[config.mk]
export PLATFORM = sky130hd
export DESIGN_NAME = sgrt_cell
export DESIGN_NICKNAME = d
export VERILOG_FILES = /design/src/design/sgrt_pkg.sv /design/src/design/sgrt_cell.sv
export SDC_FILE = /design/constraint.sdc
export NUM_CORES = 1
export LEC_CHECK = 0
export BUFFER_PORTS_ARGS = -buffer_cell sky130_fd_sc_hd__buf_2
export CORE_ASPECT_RATIO = 1.4
export CORE_MARGIN = 4
export CORE_UTILIZATION = 48
export CTS_BUF_LIST = sky130_fd_sc_hd__clkbuf_2
export DETAILED_ROUTE_END_ITERATION = 7
export PLACE_DENSITY = 0.77
export SLEW_MARGIN = 15
export SYNTH_ARGS = -nofsm -noshare
export SYNTH_HDL_FRONTEND = slang
export SYNTH_SLANG_ARGS = --single-unit
[constraint.sdc]
create_clock -name clk -period 3.7 [get_ports clk]
set_input_delay 1.11 -clock clk [delete_from_list [all_inputs] [get_ports clk]]
set_output_delay 1.11 -clock clk [all_outputs]
set_load 0.02 [all_outputs]
[src/design/sgrt_pkg.sv]
// Shared types and constants for the state group restore tracker.
package sgrt_pkg;

  localparam int OP_W = 4;
  localparam int IDX_W = 6;
  localparam int GID_W = 16;
  localparam int ACTIVE_W = 7;
  localparam int MASK_W = 64;
  localparam int CFG_ADDR_W = 2;
  localparam int CFG_DATA_W = 64;

  typedef enum logic [OP_W-1:0] {
    OP_BEGIN         = 4'd0,
    OP_JOIN          = 4'd1,
    OP_FORCE_RESET   = 4'd2,
    OP_IS_CURRENT    = 4'd3,
    OP_RESTORE_GROUP = 4'd4,
    OP_PRIOR         = 4'd5,
    OP_SUBSEQUENT    = 4'd6,
    OP_ALL           = 4'd7,
    OP_ONE           = 4'd8,
    OP_FORCE_ONE     = 4'd9,
    OP_TEX           = 4'd10,
    OP_FORCE_TEX     = 4'd11
  } op_t;

  typedef enum logic [CFG_ADDR_W-1:0] {
    REG_ACTIVE_STATES = 2'd0,
    REG_HANDLER_MASK  = 2'd1,
    REG_TEXTURE_FIRST = 2'd2,
    REG_TEXTURE_LAST  = 2'd3
  } cfg_reg_t;

  typedef struct packed {
    logic [OP_W-1:0]  op;
    logic [IDX_W-1:0] state_index;
    logic [GID_W-1:0] group_id;
  } req_t;

  typedef struct packed {
    logic [IDX_W-1:0] reset_index;
    logic             reset_fire;
    logic [GID_W-1:0] group_value;
    logic             is_current;
    logic             last;
  } rsp_t;

  typedef struct packed {
    op_t              op;
    logic             en;
    logic [IDX_W-1:0] lo;
    logic [IDX_W-1:0] hi;
    logic             step;
    logic             clear_all;
  } cell_ctl_t;

  typedef struct packed {
    logic fire;
    logic hit;
  } cell_stat_t;

endpackage

[src/design/sgrt_cell.sv]
// One tracker cell: holds a state's group tag and passes the scan token on.
module sgrt_cell #(
  parameter int GROUP_BITS = 16,
  parameter int CELL_INDEX = 0
) (
  input  logic                  clk,
  input  logic                  rst,
  input  sgrt_pkg::cell_ctl_t   ctl,
  input  logic [GROUP_BITS-1:0] g,
  input  logic [GROUP_BITS-1:0] cur,
  input  logic                  has_handler,
  input  logic                  tok_in,
  output logic                  tok,
  output sgrt_pkg::cell_stat_t  stat
);

  localparam logic [GROUP_BITS-1:0] ONES = '1;
  localparam logic [sgrt_pkg::IDX_W-1:0] MY_IDX = sgrt_pkg::IDX_W'(CELL_INDEX);

  logic [GROUP_BITS-1:0] tag;
  logic [GROUP_BITS-1:0] tag_next;
  logic                  act;
  logic                  sel;

  assign act = tok & ctl.step & ctl.en & (MY_IDX >= ctl.lo) & (MY_IDX <= ctl.hi);

  always_comb begin
    unique case (ctl.op) inside
      sgrt_pkg::OP_RESTORE_GROUP: sel = (tag == g) || (tag == ONES);
      sgrt_pkg::OP_PRIOR:         sel = (tag != '0) && ((tag < g) || (tag == ONES));
      sgrt_pkg::OP_SUBSEQUENT:    sel = (tag > g) || (tag == ONES);
      sgrt_pkg::OP_ALL, sgrt_pkg::OP_ONE, sgrt_pkg::OP_TEX: sel = (tag != '0);
      sgrt_pkg::OP_FORCE_ONE, sgrt_pkg::OP_FORCE_TEX:       sel = 1'b1;
      default:                    sel = 1'b0;
    endcase
  end

  always_comb begin
    tag_next = tag;
    if (ctl.clear_all) begin
      tag_next = '0;
    end else if (act) begin
      if (ctl.op == sgrt_pkg::OP_JOIN) begin
        tag_next = cur;
      end else if (ctl.op == sgrt_pkg::OP_FORCE_RESET) begin
        tag_next = ONES;
      end else if (sel) begin
        tag_next = '0;
      end
    end
  end

  assign stat.fire = act & sel & has_handler;
  assign stat.hit  = act & (ctl.op == sgrt_pkg::OP_IS_CURRENT) & (tag == cur);

  always_ff @(posedge clk) begin
    if (rst) begin
      tag <= '0;
      tok <= 1'b0;
    end else begin
      tag <= tag_next;
      if (ctl.step) begin
        tok <= tok_in;
      end
    end
  end

endmodule

; Word level (Yosys, flattened, before mapping)
; Index checks and enable logic that the tools add are counted.
[totals]
ff_bits = 17
wordCells = 42
[op_classes]
reduce_logical = 10
bitwise_logic = 8
eq_ne = 14
mux = 4
n_lt_le_gt_ge = 4
[ops]
columns = cell, n
row1 = 2-to-1 mux 16 bit, 3
row2 = equality test 16 bit, 2
row3 = equality test 16 bit (second input constant), 1
row4 = equality test 4 x 3 -> 1 bit (second input constant), 4
row5 = equality test 4 bit (second input constant), 4
row6 = > comparator 16 bit, 1
row7 = less-than comparator 16 bit, 1
row8 = nonzero test 16 bit, 1
row9 = bitwise AND 1 bit, 8
row10 = equality test 4 x 2 -> 1 bit (second input constant), 2
row11 = >= comparator 1 x 6 -> 1 bit (first input constant), 1
row12 = less-or-equal comparator 1 x 6 -> 1 bit (first input constant), 1
row13 = case mux 1 bit (5 select lines), 1
row14 = equality test 4 x 1 -> 1 bit (second input constant), 1
row15 = OR reduction 2 bit, 2
row16 = logical OR 1 bit, 3
row17 = nonzero test 3 bit, 1
row18 = OR reduction 3 bit, 1
row19 = AND reduction 2 bit, 1
row20 = logical AND 1 bit, 1

; Logic depth before layout (Yosys ltp)
; Gate-level depths: netlist (run 1).
[depth]
word_depth = 7
depth_mapped = 9
ltp_nobuf = 8

; Worst setup path before layout (run 1)
; No wires, ideal clock.
[synth_path]
path_type = in2out
start = input port ctl[10] in the netlist's numbering
end = output port stat[0] in the netlist's numbering
arrival_ps = 2954
stages = 5
t_required_ps = 2590
setup_slack_ps = -364
cell_sequence = nor4_2 and2_2 nand3_1 or4_1 nor4_1
[synth_rtl]
columns = item, line_no
row1 = "start, declared", sgrt_cell.sv:8  ; input sgrt_pkg::cell_ctl_t ctl,
row2 = "end, declared", sgrt_cell.sv:14  ; output sgrt_pkg::cell_stat_t stat

==> results of run 1 <==
[per-stage QoR]
| step | setup TNS [ns] | cell area [um^2] | power [mW] | std cells |
|---|---|---|---|---|
| floorplan | -0.0491 | 1920 | 0.242 | 237 |
| global placement | -0.428 | 2330 | 0.289 | 343 |
| detailed placement | -0.465 | 2330 | 0.291 | 343 |
| CTS | -0.174 | 2500 | 0.388 | 348 |
| global route | -0.316 | 2640 | 0.418 | 351 |
| finish | -0.220 | 2640 | 0.400 | 351 |
[tightest hold or removal path: stages (launching register included)]
cell and delay (ns):
dfxtp_1 0.37, mux2i_1 0.07, nor2_1 0.07
[power groups by stage]
stage	Combinational [mW]	Sequential, mW	Clock, mW
2_1_floorplan	0.0529	0.189	0
3_3_place_gp	0.101	0.188	0
3_5_place_dp	0.103	0.188	0
4_1_cts	0.115	0.184	0.0890
5_1_grt	0.136	0.185	0.0971
6_report	0.124	0.184	0.0923
[synth_stat cells, types with 2 or more instances]
library cell   n
nand3_1        4
nor2b_1        3
nand3b_1       2
o21ai_1        3
nor3_1         3
and2_1         3
mux2i_1       15
o221a_1        2
inv_1         21
clkbuf_1       5
o31a_1         2
nand4_1       11
dfxtp_1       17
ha_1          19
nor2_1         5
nor4_1         5
a21oi_1        8
nor4_2         6
nand4_2        2
nand2_1       62
xnor2_1       15
[worst paths after layout]
kind                       startpoint                   to  slack [ns]  cells past startpoint
setup / recovery                 g[5]              stat[1]       -0.19                      9
hold / removal       tok$_SDFFE_PP0P_     tok$_SDFFE_PP0P_        0.53                      2
setup reg to reg  tag[1]$_SDFFE_PP0P_  tag[5]$_SDFFE_PP0P_        1.10                     10
hold reg to reg      tok$_SDFFE_PP0P_     tok$_SDFFE_PP0P_        0.53                      2
[per-layer routing]
metal  routed length, um  track usage  part of all wire
met1                2050        0.261              0.37
met2                3000        0.408              0.54
met3                 249       0.0157             0.045
met4                 237        0.111             0.043
met5                   0            0                 0
[area by class of cell]
type	count	area, um^2	share of cell area
multi-input cells	192	1660	0.627
repair buffers	75	483	0.183
flip-flops and latches	17	340	0.129
inverters	21	88.8	0.0336
well taps	42	52.6	0.0199
clock buffers	3	15.0	0.00568
clock inverters	1	5.00	0.00189
[cell families after synthesis]
kind of cell	synth area share
simple gates	0.361
buf+inv	0.0660
compound gates	0.106
fa+ha+maj	0.128
flops	0.183
xor+xnor	0.0754
mux	0.0808
[what timing repair did]
| action | 4_1_cts | 5_1_grt |
|---|---|---|
| pin swaps | 14 | 15 |
| endpoints found under the setup margin | 2 | 2 |
| setup buffers | 1 | 3 |
| resized for setup | 26 | 21 |
[registers in the layout, summed over array words and instances, names as in the netlist]
signal	flops
tag	16
tok	1
==> flow_summary.yaml, run 1 <==
critical_path:
  crit_type: "in2out"
  max_stage_delay_ns: 0.41
  critical_path.top_delay_family: "compound AO/OA/AOI/OAI gates"
  worstPathMaxFanout: 3
  cp-start-kind: "input pin"
  path_cells: "buf_2 > inv_2 > ha_4 > nand4_1 > a2111oi_4 > a211o_1 > a2111oi_2 > o31a_1 > buf_6"
  cp-end-kind: "output pin"
  cp.arrival_ns: 2.78
  timing.critical_path.buf_inv: 3
  cpMaxStageDelayCell: "a2111oi_4"
  required_ns: 2.59
route:
  routedWlPerCell_um: 15.8
  drt.antenna.violating_nets: 0
  drc: 0
  initialDrtViolationCount: 87
  firstDrtPassIters: 4
  wl_um: 5540
  via_per_inst: 5.67
  via_count: 1989
sta:
  slew_viol_final: 0
  hold_viol: 0
  worst_pin_slew_ns: 0.723
  finClkSkew_ns: 0.0281
  postLayoutSetupSlackWorst_ns: -0.186
  rsz0062_at_grt: "yes"
  slew_headroom: 0.518
  whs_ns: 0.531
  fmax_mhz: 257
  setup_viol: 2
  fin_crit_sh: 1.05
  fin_crit_ns: 3.89
yosys:
  synthCells: 237
  ys_seq_elements: 17
  syn-mean-instance-area_um2: 7.85
  seq_area_frac_synth: 0.183
  synth_fp_nets: 311
  synth_top_area_share: 0.183
  yosys_most_used_dff: "dfxtp_1"
  ys_warn_count: 0
  ys_top_cells_by_area: "dfxtp_1 18%, ha_1 13%, nand2_1 13%, mux2i_1 8.1%, xnor2_1 7.1%"
  synth_area_mm2: 0.00186
  synth.distinct_cells: 45
  async_flop_share: 0
  synth_enable_flop_cells: 0
  yosys.area.top_type: "dfxtp_1"
finish:
  final_cell_mix: "62 x nand2_1, 44 x buf_2, 25 x buf_4, 17 x dfxtp_1"
  antennaDiodeCount: 0
  final_nets: 384
  layout_commonest_cell: "nand2_1"
  area_growth_syn_to_layout_pct: 42.1
  final_core_util: 0.712
  drive_gt1_frac: 0.417
  fillers: 309
grt:
  grt_pass1_vias: 2063
  grt_pass1_wl_um: 8700
  antenna_found_initial: 0
  grt_remaining_overflow: 0
  grt_max_degree: 18
  track_usage: 0.226
status:
  status: "finished, violations left"
  violations: "setup timing"
clock_network:
  cts_num_sinks: 17
  insertion_delay_ns: 0.33
  cts_buffers: 3
  cts_tree: "done"
  cts_hold_repair.buffers: 0
  cts_buffer_depth: 2
  cts_max_level: 1
  clock-root-buffer: "clkbuf_2"
  clkTransAtPathRegs_ns: 0.16
power_and_ir_drop:
  p_clk_frac: 0.230
  ir_drop_v: 0.000181
  p_per_area_mw_per_mm2: 152
  combPwrFrac: 0.309
  power.switching_mw: 0.130
  intPower_mw: 0.270
  netSwitchingFraction: 0.325
  seq_power_share: 0.461
  leakagePower_nw: 1.22
flow_run:
  drv_cap: 0
floorplanning:
  dieHeight_um: 81.6
  rows: 26
  ios: 58
  dieWidth_um: 60.6
  coreArea_mm2: 0.00371
  dieArea_mm2: 0.00495
  start_util: 0.501
placement:
  gp_congestion: 0.902
  dp_hpwl_um: 4070
  dp_slack_ns: -0.282
  port_buffers: 51
min_path:
  hp-class: "reg2reg"
Power figures use the tool's default switching activity.
==> inputs of run 2 (changes only) <==
--- a/config.mk
+++ b/config.mk
@@ -5,13 +5,14 @@
 export SDC_FILE = /design/constraint.sdc
 export NUM_CORES = 1
 export LEC_CHECK = 0
+export ABC_AREA = 1
 export BUFFER_PORTS_ARGS = -buffer_cell sky130_fd_sc_hd__buf_2
 export CORE_ASPECT_RATIO = 1.4
 export CORE_MARGIN = 4
-export CORE_UTILIZATION = 48
+export CORE_UTILIZATION = 47
 export CTS_BUF_LIST = sky130_fd_sc_hd__clkbuf_2
 export DETAILED_ROUTE_END_ITERATION = 7
-export PLACE_DENSITY = 0.77
+export PLACE_DENSITY = 0.76
 export SLEW_MARGIN = 15
 export SYNTH_ARGS = -nofsm -noshare
 export SYNTH_HDL_FRONTEND = slang
==> flow_summary.yaml, run 2 <==
critical_path:
  cp.arrival_ns: 2.48
  crit_type: "in2out"
  worstPathMaxFanout: 2
  cp-start-kind: "input pin"
  path_cells: "buf_2 > inv_1 > ha_4 > nand2_2 > nor2_2 > nand2_1 > inv_1 > nand2_1 > nand2_1 > nand2_1 > nand2_1 > nand2_2 > nand2_2 > nand2_2 > nor2_2 > buf_6"
  crit_cells: 16
  max_stage_delay_ns: 0.28
  required_ns: 2.59
  worstRegToRegCells: 16
  critical_path.top_delay_family: "simple AND/OR/NAND/NOR gates"
  cpMaxStageDelayCell: "ha_4"
  cp-end-kind: "output pin"
  timing.critical_path.buf_inv: 4
  crit_top_cell: "nand2_1"
finish:
  final_cell_mix: "58 x nand2_1, 53 x inv_1, 46 x nor2_1, 46 x buf_2, 17 x dfxtp_1"
  largest_register_ffs: 16
  reg_top3: "tag (16), tok (1)"
  fillers: 354
  drive_gt1_frac: 0.278
  multiInputGateArea_mm2: 0.00130
  antennaDiodeCount: 0
  regMostFlops: "tag"
  final_nets: 420
  fin_area_mm2: 0.00225
  ff_latch_area_um2: 340
  area_growth_syn_to_layout_pct: 31.2
  layout.cells.non_filler: 385
  layout_commonest_cell: "nand2_1"
placement:
  placed_cells: 381
  dp_hpwl_um: 3550
  port_buffers: 51
  post_dp_cell_area_mm2: 0.00202
  dp_slack_ns: -0.0131
  gp_congestion: 0.850
route:
  via_per_inst: 5.04
  wl_um: 4590
  initialDrtViolationCount: 68
  firstDrtPassIters: 4
  via_count: 1940
  drc: 0
  drt.antenna.violating_nets: 0
  routedWlPerCell_um: 11.9
yosys:
  synth_enable_flop_cells: 0
  ys_seq_elements: 17
  synth_top_area_share: 0.198
  synth.distinct_cells: 24
  synthCells: 291
  synth_fp_nets: 365
  yosys.area.top_type: "dfxtp_1"
  seq_area_frac_synth: 0.198
  yosys_most_used_dff: "dfxtp_1"
  async_flop_share: 0
  ys_warn_count: 0
  ys_top_cells_by_area: "dfxtp_1 20%, nand2_1 14%, ha_1 14%, inv_1 14%, nor2_1 11%"
  synth_common_cells: "65 x nand2_1, 62 x inv_1, 51 x nor2_1"
  syn-mean-instance-area_um2: 5.90
  synth_area_mm2: 0.00172
  synth.most_common_cell: "nand2_1"
floorplanning:
  rows: 25
  dieWidth_um: 59.1
  dieHeight_um: 79.5
  dieArea_mm2: 0.00470
  ios: 58
  coreArea_mm2: 0.00344
  start_util: 0.499
power_and_ir_drop:
  p_per_area_mw_per_mm2: 167
  leakagePower_nw: 1.08
  ir_drop_v: 0.000156
clock_network:
  cts_hold_repair.buffers: 0
  postCtsSetupRepairBufs: 0
  cts_tree: "done"
  clkTransAtPathRegs_ns: 0.16
  cts_buffer_depth: 2
  cts_max_level: 1
  clock-root-buffer: "clkbuf_2"
  insertion_delay_ns: 0.32
  cts_num_sinks: 17
  cts_buffers: 3
min_path:
  min_path_cells: 2
  hp-class: "reg2reg"
grt:
  grt_max_degree: 29
  grt_pass1_vias: 1745
  grt_remaining_overflow: 0
  track_usage: 0.196
  antenna_found_initial: 0
  grt_pass1_wl_um: 7220
sta:
  setup_tns_ns: 0
  postLayoutSetupSlackWorst_ns: 0.110
  slew_headroom: 0.735
  worst_pin_slew_ns: 0.397
  hold_viol: 0
  slew_viol_final: 0
  fin_crit_sh: 0.970
  finClkSkew_ns: 0.00593
  fmax_mhz: 279
  setup_viol: 0
  fin_crit_ns: 3.59
status:
  status: "complete, no violations"
flow_run:
  drv_cap: 0
run 2: cell types whose count changed in the layout (fill, tap and decap cells not counted), moves of 10 or more:
cell     change
inv_1       +40
nand3_1     +10
xnor2_1     -11
buf_4       -22
nor2_1      +41
mux2i_1     -14
o21ai_0     +14
run 2: cells by family after synthesis:
| family | after synthesis | synth area share |
|---|---|---|
| xor gates and xnor gates | 4 | 0.0204 |
| muxes | 1 | 0.00583 |
| buffers and inverters | 66 | 0.153 |
| AOI/OAI and AO/OA | 38 | 0.125 |
| DFF | 17 | 0.198 |
| and+or+nand+nor | 146 | 0.359 |
| adders and majority gates | 19 | 0.138 |
run 2: final cells by class:
type	instances	area share
inverter	62	0.104
multi-input combinational	208	0.577
sequential	17	0.151
clock buffer	4	0.00888
tap	40	0.0222
timing repair buffer	54	0.137
run 2: per-stage QoR:
stage	util	hold WS, ns	total power, mW
after floorplan	-	0.494	0.231
after global placement	0.586	0.505	0.269
after detailed placement	0.586	0.519	0.270
after CTS	0.592	0.543	0.361
after global routing	0.655	0.572	0.400
final	0.655	0.547	0.376
run 2: worst register-to-register path, delay by kind of cell (launching register included):
| family | cells | cell delay [ns] |
|---|---|---|
| AND/OR/NAND/NOR | 12 | 0.99 |
| flip-flops | 1 | 0.52 |
| AO/OA/AOI/OAI | 2 | 0.18 |
| adder cells (fa/ha/maj) | 1 | 0.27 |
| buffers and inverters | 1 | 0.15 |
run 2: final timing paths:
check | start | end | slack (ns)
min | tok$_SDFFE_PP0P_ | tok$_SDFFE_PP0P_ | 0.55
max reg2reg | tag[5]$_SDFFE_PP0P_ | tag[9]$_SDFFE_PP0P_ | 1.49
min reg2reg | tok$_SDFFE_PP0P_ | tok$_SDFFE_PP0P_ | 0.55
max | g[15] | stat[1] | 0.11
run 2: report_power, final:
group          switching [mW]  internal, mW  total (mW)
clock network          0.0639        0.0286      0.0925
registers            0.000447         0.184       0.184
logic                  0.0515        0.0473      0.0988
run 2: layer usage:
metal	track usage	routed length (um)	vias to the layer above
met3	0.0194	224	11
met2	0.334	2340	54
li1	-	-	1025
met4	0.0907	112	0
met1	0.240	1910	850
met5	0	0	-
run 2: timing repair:
| item | in CTS | in global routing |
|---|---|---|
| gates resized for setup | 1 | 44 |
| hold endpoints to repair | 0 | 0 |
| endpoints found under the setup margin | 1 | 1 |
| pin swaps | 0 | 32 |
==> inputs of run 3 (changes only) <==
--- a/config.mk
+++ b/config.mk
@@ -6,14 +6,17 @@
 export NUM_CORES = 1
 export LEC_CHECK = 0
 export ABC_AREA = 1
+export ABC_CLOCK_PERIOD_IN_PS = 3700
 export BUFFER_PORTS_ARGS = -buffer_cell sky130_fd_sc_hd__buf_2
+export CELL_PAD_IN_SITES_DETAIL_PLACEMENT = 1
+export CELL_PAD_IN_SITES_GLOBAL_PLACEMENT = 1
 export CORE_ASPECT_RATIO = 1.4
 export CORE_MARGIN = 4
-export CORE_UTILIZATION = 47
+export CORE_UTILIZATION = 31
 export CTS_BUF_LIST = sky130_fd_sc_hd__clkbuf_2
 export DETAILED_ROUTE_END_ITERATION = 7
 export PLACE_DENSITY = 0.76
-export SLEW_MARGIN = 15
+export SLEW_MARGIN = 10
 export SYNTH_ARGS = -nofsm -noshare
 export SYNTH_HDL_FRONTEND = slang
 export SYNTH_SLANG_ARGS = --single-unit
==> flow_summary.yaml, run 3 (synthesis results as in run 2) <==
finish:
  final_cell_mix: "54 x nand2_1, 53 x inv_1, 46 x buf_2, 45 x nor2_1, 17 x dfxtp_1"
  area_growth_syn_to_layout_pct: 34.5
  regMostFlops: "tag"
  layout_commonest_cell: "nand2_1"
  reg_top3: "tag (16), tok (1)"
  drive_gt1_frac: 0.288
  largest_register_ffs: 16
  layout.cells.non_filler: 413
  final_nets: 422
  antennaDiodeCount: 0
critical_path:
  worstPathMaxFanout: 3
  required_ns: 2.59
  critical_path.top_delay_family: "simple AND/OR/NAND/NOR gates"
  timing.critical_path.buf_inv: 4
  cp-start-kind: "input pin"
  path_cells: "buf_2 > inv_1 > ha_4 > nand2_1 > nor2_1 > nand2_2 > inv_2 > nand2_2 > nand2_2 > nand2_1 > nand2_1 > nand2_1 > nand2_1 > nand2_2 > nor2_2 > buf_6"
  max_stage_delay_ns: 0.27
  crit_type: "in2out"
  cp.arrival_ns: 2.50
  cpMaxStageDelayCell: "ha_4"
  cp-end-kind: "output pin"
  crit_top_cell: "nand2_1"
clock_network:
  clkTransAtPathRegs_ns: 0.20
  insertion_delay_ns: 0.33
  cts_max_level: 1
  cts_hold_repair.buffers: 0
  cts_num_sinks: 17
  cts_tree: "done"
  cts_buffer_depth: 2
  cts_buffers: 3
  clock-root-buffer: "clkbuf_2"
sta:
  slew_headroom: 0.712
  setup_tns_ns: 0
  fmax_mhz: 277
  setup_viol: 0
  fin_crit_sh: 0.975
  hold_viol: 0
  worst_pin_slew_ns: 0.432
  fin_crit_ns: 3.61
  finClkSkew_ns: 0.0144
  slew_viol_final: 0
floorplanning:
  dieWidth_um: 70.9
  dieArea_mm2: 0.00681
  rows: 31
  start_util: 0.326
  dieHeight_um: 96.1
  coreArea_mm2: 0.00528
  ios: 58
route:
  firstDrtPassIters: 4
  initialDrtViolationCount: 22
  drt.antenna.violating_nets: 0
  via_per_inst: 4.88
  drc: 0
  wl_um: 5670
  routedWlPerCell_um: 13.7
  via_count: 2017
power_and_ir_drop:
  netSwitchingFraction: 0.325
  ir_drop_v: 0.000115
  p_per_area_mw_per_mm2: 165
  total_power_mw: 0.381
  leakagePower_nw: 1.09
  intPower_mw: 0.257
  combPwrFrac: 0.271
  p_clk_frac: 0.244
  power.switching_mw: 0.124
  seq_power_share: 0.484
grt:
  grt_remaining_overflow: 0
  grt_max_degree: 29
  grt_pass1_vias: 2009
  antenna_found_initial: 0
  track_usage: 0.161
  grt_pass1_wl_um: 8780
flow_run:
  drv_cap: 0
placement:
  gp_congestion: 0.876
  dp_hpwl_um: 4520
  port_buffers: 51
  placed_cells: 408
min_path:
  hp-class: "reg2reg"
status:
  status: "complete, no violations"
==> run 3: cell type report <==
type	instances	area, um^2
multi-input combinational	208	1310
timing repair buffer	56	324
sequential	17	340
clock inverter	1	5.00
tap	66	82.6
inverter	62	233
fill	749	2970
clock buffer	3	15.0
==> run 3: tightest hold or removal path, cell delays in order (launching register included) <==
cell     delay (ns)
dfxtp_1        0.36
mux2i_1        0.13
nor2_1         0.05
==> run 3: metrics by stage <==
step                hold WS (ns)  utilization  cell area, um^2  setup slack (ns)
global route               0.581        0.438             2310           -0.0322
global placement           0.503        0.390             2060          -0.00489
finish                     0.550        0.438             2310            0.0928
detailed placement         0.519        0.390             2060           -0.0306
CTS                        0.560        0.394             2080           0.00506
floorplan                  0.494            -             1720             0.140
==> run 3: worst paths after layout <==
kind                                           start             endpoint  slack, ns  cells after the start
worst max-delay path                           g[11]              stat[1]       0.09                     16
worst min-delay path                tok$_SDFFE_PP0P_     tok$_SDFFE_PP0P_       0.55                      2
worst max register to register  tag[15]$_SDFFE_PP0P_  tag[7]$_SDFFE_PP0P_       1.45                     15
worst min register to register      tok$_SDFFE_PP0P_     tok$_SDFFE_PP0P_       0.55                      2
==> run 3: metal layers <==
| layer | vias up | track usage | wire length (um) |
|---|---|---|---|
| li1 | 1026 | - | - |
| met1 | 954 | 0.177 | 2330 |
| met2 | 30 | 0.320 | 3120 |
| met3 | 7 | 0.0188 | 132 |
| met4 | 0 | 0.0455 | 82 |
| met5 | - | 0 | 0 |
==> run 3: power groups by stage <==
stage | Clock, mW | Combinational, mW | Sequential, mW
final | 0.0930 | 0.103 | 0.184
after global routing | 0.107 | 0.116 | 0.185
after CTS | 0.102 | 0.0871 | 0.185
after detailed placement | 0 | 0.0865 | 0.188
after global placement | 0 | 0.0837 | 0.188
after floorplan | 0 | 0.0418 | 0.189
==> run 3: repair_timing <==
| item | 4_1_cts | 5_1_grt |
|---|---|---|
| gates resized for setup | 1 | 48 |
| setup endpoints to repair | 1 | 1 |
| pin swaps | 0 | 24 |
| setup buffers | 0 | 1 |
